$ cat src/hdl/lcs_pkg.sv
// ----------------------------------------------------------------------------
// lcs_pkg
// Shared widths, register indexes and result codes for the LRU cache set.
// ----------------------------------------------------------------------------
package lcs_pkg;

    localparam int WAYS      = 16;
    localparam int TAG_W     = 32;
    localparam int RANK_W    = $clog2(WAYS);
    localparam int FILL_W    = $clog2(WAYS + 1);
    localparam int CAP_W     = 5;
    localparam int CFG_W     = 5;
    localparam int IDX_W     = 1;
    localparam int S_USER_W  = 2;
    localparam int S_DATA_W  = 32;
    localparam int OUT_W     = 2;
    localparam int M_DATA_W  = 8;

    typedef logic [OUT_W-1:0]  outcome_t;
    typedef logic [RANK_W-1:0] rank_t;
    typedef logic [FILL_W-1:0] fill_t;

    localparam outcome_t OUT_HIT         = 2'd0;
    localparam outcome_t OUT_MISS        = 2'd1;
    localparam outcome_t OUT_EVICT_CLEAN = 2'd2;
    localparam outcome_t OUT_EVICT_DIRTY = 2'd3;

    localparam logic [IDX_W-1:0] CFG_CAPACITY = 1'b0;
    localparam logic [IDX_W-1:0] CFG_WB_MODE  = 1'b1;

    localparam logic [CAP_W-1:0] CAP_RESET = CAP_W'(WAYS);

endpackage

$ cat src/hdl/lru_cache_set_core.sv
// ----------------------------------------------------------------------------
// lru_cache_set_core
// Fully associative cache set with least-recently-used replacement.
// ----------------------------------------------------------------------------
// The block takes one access item per cycle while it is not stalled and
// returns one outcome item for each, in order. An accepted item waits in the
// input register, where all 16 ways are compared against its tag and the tag,
// valid, dirty and recency state is updated; when it advances, its outcome is
// loaded into the result register, from which the outcome is offered.
// Back-to-back items see the state left by the one before them.
// Output stalls propagate to the input side only when both registers are full.
// Configuration writes must be issued while no item is in flight.
module lru_cache_set_core
    import lcs_pkg::*;
(
    input  logic                clk,
    input  logic                rst_n,
    input  logic                cfg_we,
    input  logic [IDX_W-1:0]    cfg_index,
    input  logic [CFG_W-1:0]    cfg_wdata,
    input  logic                s_tvalid,
    output logic                s_tready,
    input  logic [S_DATA_W-1:0] s_tdata,   // [31:0] line_tag
    input  logic [S_USER_W-1:0] s_tuser,   // [0] command, [1] is_store
    output logic                m_tvalid,
    input  logic                m_tready,
    output logic [M_DATA_W-1:0] m_tdata    // [1:0] outcome, [7:2] zero
);

    logic [CAP_W-1:0] capacity_reg;
    logic             wb_mode_reg;

    logic             in_valid_reg;
    logic             in_cmd_reg;
    logic             in_store_reg;
    logic [TAG_W-1:0] in_tag_reg;

    logic             out_valid_reg;
    outcome_t         outcome_reg;
    outcome_t         outcome_next;

    logic [TAG_W-1:0] tag_reg   [WAYS];
    logic [WAYS-1:0]  valid_reg;
    logic [WAYS-1:0]  valid_next;
    logic [WAYS-1:0]  dirty_reg;
    logic [WAYS-1:0]  dirty_next;
    rank_t            rank_reg  [WAYS];
    rank_t            rank_next [WAYS];
    fill_t            fill_reg;
    fill_t            fill_next;

    logic             advance;
    logic [WAYS-1:0]  hit_vec;
    logic             hit;
    rank_t            hit_rank;
    logic [CAP_W-1:0] eff_cap;
    logic             full;
    rank_t            last_rank;
    logic [WAYS-1:0]  oldest_vec;
    logic             evict;
    logic [WAYS-1:0]  evict_vec;
    logic             evict_dirty;
    logic [WAYS-1:0]  free_vec;
    logic [WAYS-1:0]  slot_vec;
    logic             insert;
    logic [WAYS-1:0]  survive_vec;

    assign advance  = in_valid_reg && (!out_valid_reg || m_tready);
    assign s_tready = !in_valid_reg || advance;
    assign m_tvalid = out_valid_reg;
    assign m_tdata  = {{(M_DATA_W - OUT_W){1'b0}}, outcome_reg};

    // Configuration registers.
    always_ff @(posedge clk or negedge rst_n)
    begin
        if (!rst_n)
        begin
            capacity_reg <= CAP_RESET;
            wb_mode_reg  <= 1'b1;
        end
        else if (cfg_we)
        begin
            unique case (cfg_index)
                CFG_CAPACITY: capacity_reg <= cfg_wdata[CAP_W-1:0];
                CFG_WB_MODE:  wb_mode_reg  <= cfg_wdata[0];
                default:      ;
            endcase
        end
    end

    always_comb
    begin
        hit_rank = '0;
        for (int i = 0; i < WAYS; i++)
        begin
            hit_vec[i]    = valid_reg[i] && (tag_reg[i] == in_tag_reg);
            if (hit_vec[i])
                hit_rank = hit_rank | rank_reg[i];
        end
        hit = |hit_vec;

        if (capacity_reg == '0)
            eff_cap = CAP_W'(1);
        else if (capacity_reg > CAP_W'(WAYS))
            eff_cap = CAP_W'(WAYS);
        else
            eff_cap = capacity_reg;
        full = CAP_W'(fill_reg) >= eff_cap;

        // Valid lines hold distinct ranks 0..fill-1, so the oldest has rank fill-1.
        last_rank = RANK_W'(fill_reg - fill_t'(1));
        for (int i = 0; i < WAYS; i++)
            oldest_vec[i] = valid_reg[i] && (rank_reg[i] == last_rank);

        evict       = in_cmd_reg && !hit && full && (|oldest_vec);
        evict_vec   = evict ? oldest_vec : '0;
        evict_dirty = |(evict_vec & dirty_reg);

        // Lowest free way after the eviction takes the new tag.
        free_vec    = ~valid_reg | evict_vec;
        slot_vec    = free_vec & (~free_vec + WAYS'(1));
        insert      = in_cmd_reg && !hit && (|free_vec);
        survive_vec = valid_reg & ~evict_vec;

        valid_next = valid_reg;
        dirty_next = dirty_reg;
        rank_next  = rank_reg;
        fill_next  = fill_reg;

        if (hit)
        begin
            for (int i = 0; i < WAYS; i++)
            begin
                if (valid_reg[i] && (rank_reg[i] < hit_rank))
                    rank_next[i] = rank_reg[i] + rank_t'(1);
                if (hit_vec[i])
                begin
                    rank_next[i]  = '0;
                    dirty_next[i] = wb_mode_reg;
                end
            end
        end
        else if (insert)
        begin
            for (int i = 0; i < WAYS; i++)
            begin
                if (survive_vec[i])
                    rank_next[i] = rank_reg[i] + rank_t'(1);
                if (evict_vec[i])
                begin
                    valid_next[i] = 1'b0;
                    dirty_next[i] = 1'b0;
                    rank_next[i]  = '0;
                end
                if (slot_vec[i])
                begin
                    valid_next[i] = 1'b1;
                    dirty_next[i] = wb_mode_reg && in_store_reg;
                    rank_next[i]  = '0;
                end
            end
            if (!evict)
                fill_next = fill_reg + fill_t'(1);
        end

        if (hit)
            outcome_next = OUT_HIT;
        else if (evict)
            outcome_next = evict_dirty ? OUT_EVICT_DIRTY : OUT_EVICT_CLEAN;
        else
            outcome_next = OUT_MISS;
    end

    // Input register, line state and result register.
    always_ff @(posedge clk or negedge rst_n)
    begin
        if (!rst_n)
        begin
            in_valid_reg  <= 1'b0;
            out_valid_reg <= 1'b0;
            valid_reg     <= '0;
            dirty_reg     <= '0;
            fill_reg      <= '0;
            for (int i = 0; i < WAYS; i++)
                rank_reg[i] <= '0;
        end
        else
        begin
            if (s_tready)
                in_valid_reg <= s_tvalid;
            if (advance)
            begin
                valid_reg <= valid_next;
                dirty_reg <= dirty_next;
                fill_reg  <= fill_next;
                rank_reg  <= rank_next;
            end
            if (advance)
                out_valid_reg <= 1'b1;
            else if (m_tready)
                out_valid_reg <= 1'b0;
        end
    end

    always_ff @(posedge clk)
    begin
        if (s_tvalid && s_tready)
        begin
            in_cmd_reg   <= s_tuser[0];
            in_store_reg <= s_tuser[1];
            in_tag_reg   <= s_tdata[TAG_W-1:0];
        end
        if (advance)
        begin
            outcome_reg <= outcome_next;
            if (insert)
            begin
                for (int i = 0; i < WAYS; i++)
                    if (slot_vec[i])
                        tag_reg[i] <= in_tag_reg;
            end
        end
    end

endmodule
$ cat config.mk
export PLATFORM = sky130hd
export DESIGN_NAME = lru_cache_set_core
export DESIGN_NICKNAME = d
export VERILOG_FILES = /design/src/hdl/lcs_pkg.sv /design/src/hdl/lru_cache_set_core.sv
export SDC_FILE = /design/constraint.sdc
export NUM_CORES = 1
export LEC_CHECK = 0
export BUFFER_PORTS_ARGS = -buffer_cell sky130_fd_sc_hd__buf_2
export CORE_MARGIN = 4
export CORE_UTILIZATION = 50
export DETAILED_ROUTE_END_ITERATION = 16
export PLACE_DENSITY = 0.77
export SLEW_MARGIN = 20
export SYNTH_ARGS = -nofsm -noshare
export SYNTH_HDL_FRONTEND = slang
export SYNTH_SLANG_ARGS = --single-unit
export TNS_END_PERCENT = 10
$ cat constraint.sdc
create_clock -name clk -period 11.4 [get_ports clk]
set_input_delay 2.28 -clock clk [delete_from_list [all_inputs] [get_ports clk]]
set_output_delay 2.28 -clock clk [all_outputs]
set_load 0.03 [all_outputs]
==> metrics.cfg <==
[layout]
largest_reg_flops=512
synthToLayoutAreaGrowth_pct=10.71
diodes=0
final_util=0.5620
drive_gt1_frac=0.1032
final_area_sq_mm=0.03721
nets=2882

[worst_setup_path]
critPathMaxStageDelay_ns=1.09
worstSetupStartpoint=fill_reg[0]
crit_fanout=20
worstSetupStartpointType=flop
r2r_start=fill_reg[0]
path_depth=14
crit_path_frequent_cell=nand3_1
rr_worst_depth=14
path_delay_family=simple AND/OR/NAND/NOR gates
worstPathRequired_ns=11.94
crit_arrival_ns=6.86
crit_buf_inv=2
worst_setup_path_end_kind=flop
r2r-end=rank_reg[39]
crit_type=flop to flop
critPathCapture=rank_reg[39]
path_cells=inv_1 -> ha_1 -> xor2_1 -> nand3_1 -> nor3b_1 -> nand4bb_1 -> nor3_1 -> nand3_1 -> a31oi_1 -> o21bai_1 -> buf_4 -> o31ai_1 -> or4_1 -> a21oi_1
reg2reg_slack_ns=5.08
cp_slowest_cell=dfrtp_1

[synthesis]
mappedNetlistArea_sq_mm=0.03361
async_reset_ff_frac=0.1659
syn_avg_cell_area_sq_um=12.50
synth_ff_type=edfxtp_1
synthTopCellsByCount=edfxtp_1, xnor2_1, nand4_1
synth_area_leaders=edfxtp_1, xnor2_1, dfrtp_1
seq_area_frac_synth=0.5708
yosys_warnings=0
ys_ff_latch=657
synth_edf_count=548
yosysTopAreaCell=edfxtp_1
netlist-cell-type-count=94
syn-instance-count=2689
synth_most_common_cell=edfxtp_1
synth_top_area_frac=0.4896

[detailed_routing]
drc_errors=0
drtIter0Drc=2784
first_pass_iters=9
viasPerCell=6.468
antenna_left=0
drt-total-wl_um=102100
vias=23820
avgRoutedWirePerCell_um=27.72

[clock_network]
clockBufferDepth=3
cts_setup_buffers=0
cts.sinks=657
clk_pin_slew_worst_paths_ns=0.06
numCtsBuffers=70
cts_tree=yes
ctsHoldBuffers=0
cts_resized=0
cts_root_buffer=clkbuf_16
insertion_delay_ns=0.64
cts_htree_levels=3

[min_path]
hold_path_class=flop to flop

[floorplan]
die_width_um=267.3
initial_utilization=0.5076
rows=94
num_io_pins=55
die_area_sq_mm=0.07144
core_sq_mm=0.06622
dieHeight_um=267.3

[placement]
gp_congestion=0.9886
place_area_sq_mm=0.03492
place_hpwl_um=66260
place_ws_ns=5.251
io_buffers=48

[timing]
min_period_ns=6.322
clock.fmax_mhz=158.2
clock_skew_ns=0.03770
hold_ws_ns=0.4903
tns_ns=0
fin_ws_ns=5.078
tightestPinTransition_ns=1.205
setup_viol=0
rsz0062_at_grt=false
hold_viol=0
finalCritPeriodShare=0.5546
drv_slew=0
relSlewSlack=0.1935

[power]
leakage_uw=0.01250
p_per_area_mw_per_mm2=198.7
peakVddDrop_uv=130.0

[run_status]
status=completed

[global_route]
antenna_found_initial=3
gr-total-overflow=0
grt_max_degree=57
grt_pass1_wl_um=149300
grt_usage=0.2806
first_global_vias=23500

[job]
drv_cap=0

-- worst min-delay path by stage --
stage	startpoint	end	slack [ns]	depth (start not counted)
2_1_floorplan	dirty_reg[7]	dirty_reg[7]	0.45	2
3_3_place_gp	in_valid_reg	m_tvalid	0.46	1
3_5_place_dp	fill_reg[4]	fill_reg[4]	0.49	1
4_1_cts	in_valid_reg	m_tvalid	0.50	1
5_1_grt	in_valid_reg	m_tvalid	0.51	1
6_report	fill_reg[4]	fill_reg[4]	0.49	1
-- stage by stage --
stage               total power (uW)  std cells
global route                    7664       3683
floorplan                       4447       2694
CTS                             7367       3683
global placement                5062       3558
detailed placement              5115       3558
finish                          7394       3683
-- placed cells by master (no fill, tap or decap), types with 11 or more instances in the layout --
cell,instances
or3_1,13
nor2_1,84
mux2_2,26
nor3_1,58
inv_1,79
ha_1,71
xnor3_1,17
dfrtp_1,107
and4_1,13
a21oi_1,38
nor4_1,52
nand3_1,98
nand2_1,115
o2111ai_1,15
nand4_1,202
mux2i_1,11
and2_1,26
o21ai_0,84
a31o_2,11
o21a_1,17
or4_1,13
xnor2_1,468
edfxtp_1,548
a22oi_1,17
clkbuf_1,20
xor2_1,64
and3_1,27
buf_2,47
clkbuf_16,70
o31ai_1,12
a211oi_1,12
nand2b_1,82
buf_4,63
-- layer usage --
| metal | up-vias | routed length, um | GRT usage | part of all wire |
|---|---|---|---|---|
| met5 | - | 44 | 0 | 0.00043 |
| met4 | 8 | 4772 | 0.1166 | 0.047 |
| met3 | 326 | 10040 | 0.06027 | 0.098 |
| met2 | 1427 | 46600 | 0.4449 | 0.46 |
| met1 | 11860 | 40610 | 0.3785 | 0.40 |
| li1 | 10210 | - | - | - |
-- power breakdown --
part           switching, uW  total (uW)  internal (uW)
clock network            973        2260           1280
logic                   1220        2000            777
registers                308        3140           2830
total                   2500        7390           4890
-- cell families (layout without fill, tap and decap cells) --
| kind of cell | Yosys count | in the layout | share of synthesized area |
|---|---|---|---|
| and+or+nand+nor | 861 | 861 | 0.1445 |
| DFF | 657 | 657 | 0.5708 |
| xor gates and xnor gates | 553 | 553 | 0.1527 |
| AOI/OAI and AO/OA | 318 | 318 | 0.06633 |
| buffers and inverters | 190 | 315 | 0.02684 |
| adders and majority gates | 71 | 71 | 0.02643 |
| muxes | 38 | 38 | 0.01232 |
| other | 1 | 6 | 0.0001116 |
-- layout make-up --
type	count	area, sq um
clock buffer	96	1909
fill	5301	29000
clock inverter	29	379.1
multi-input combinational	1847	13650
tap	864	1081
sequential	657	19190
timing repair buffer	110	708.2
inverter	80	300.3
No activity file was read; power rests on OpenSTA's default activity.
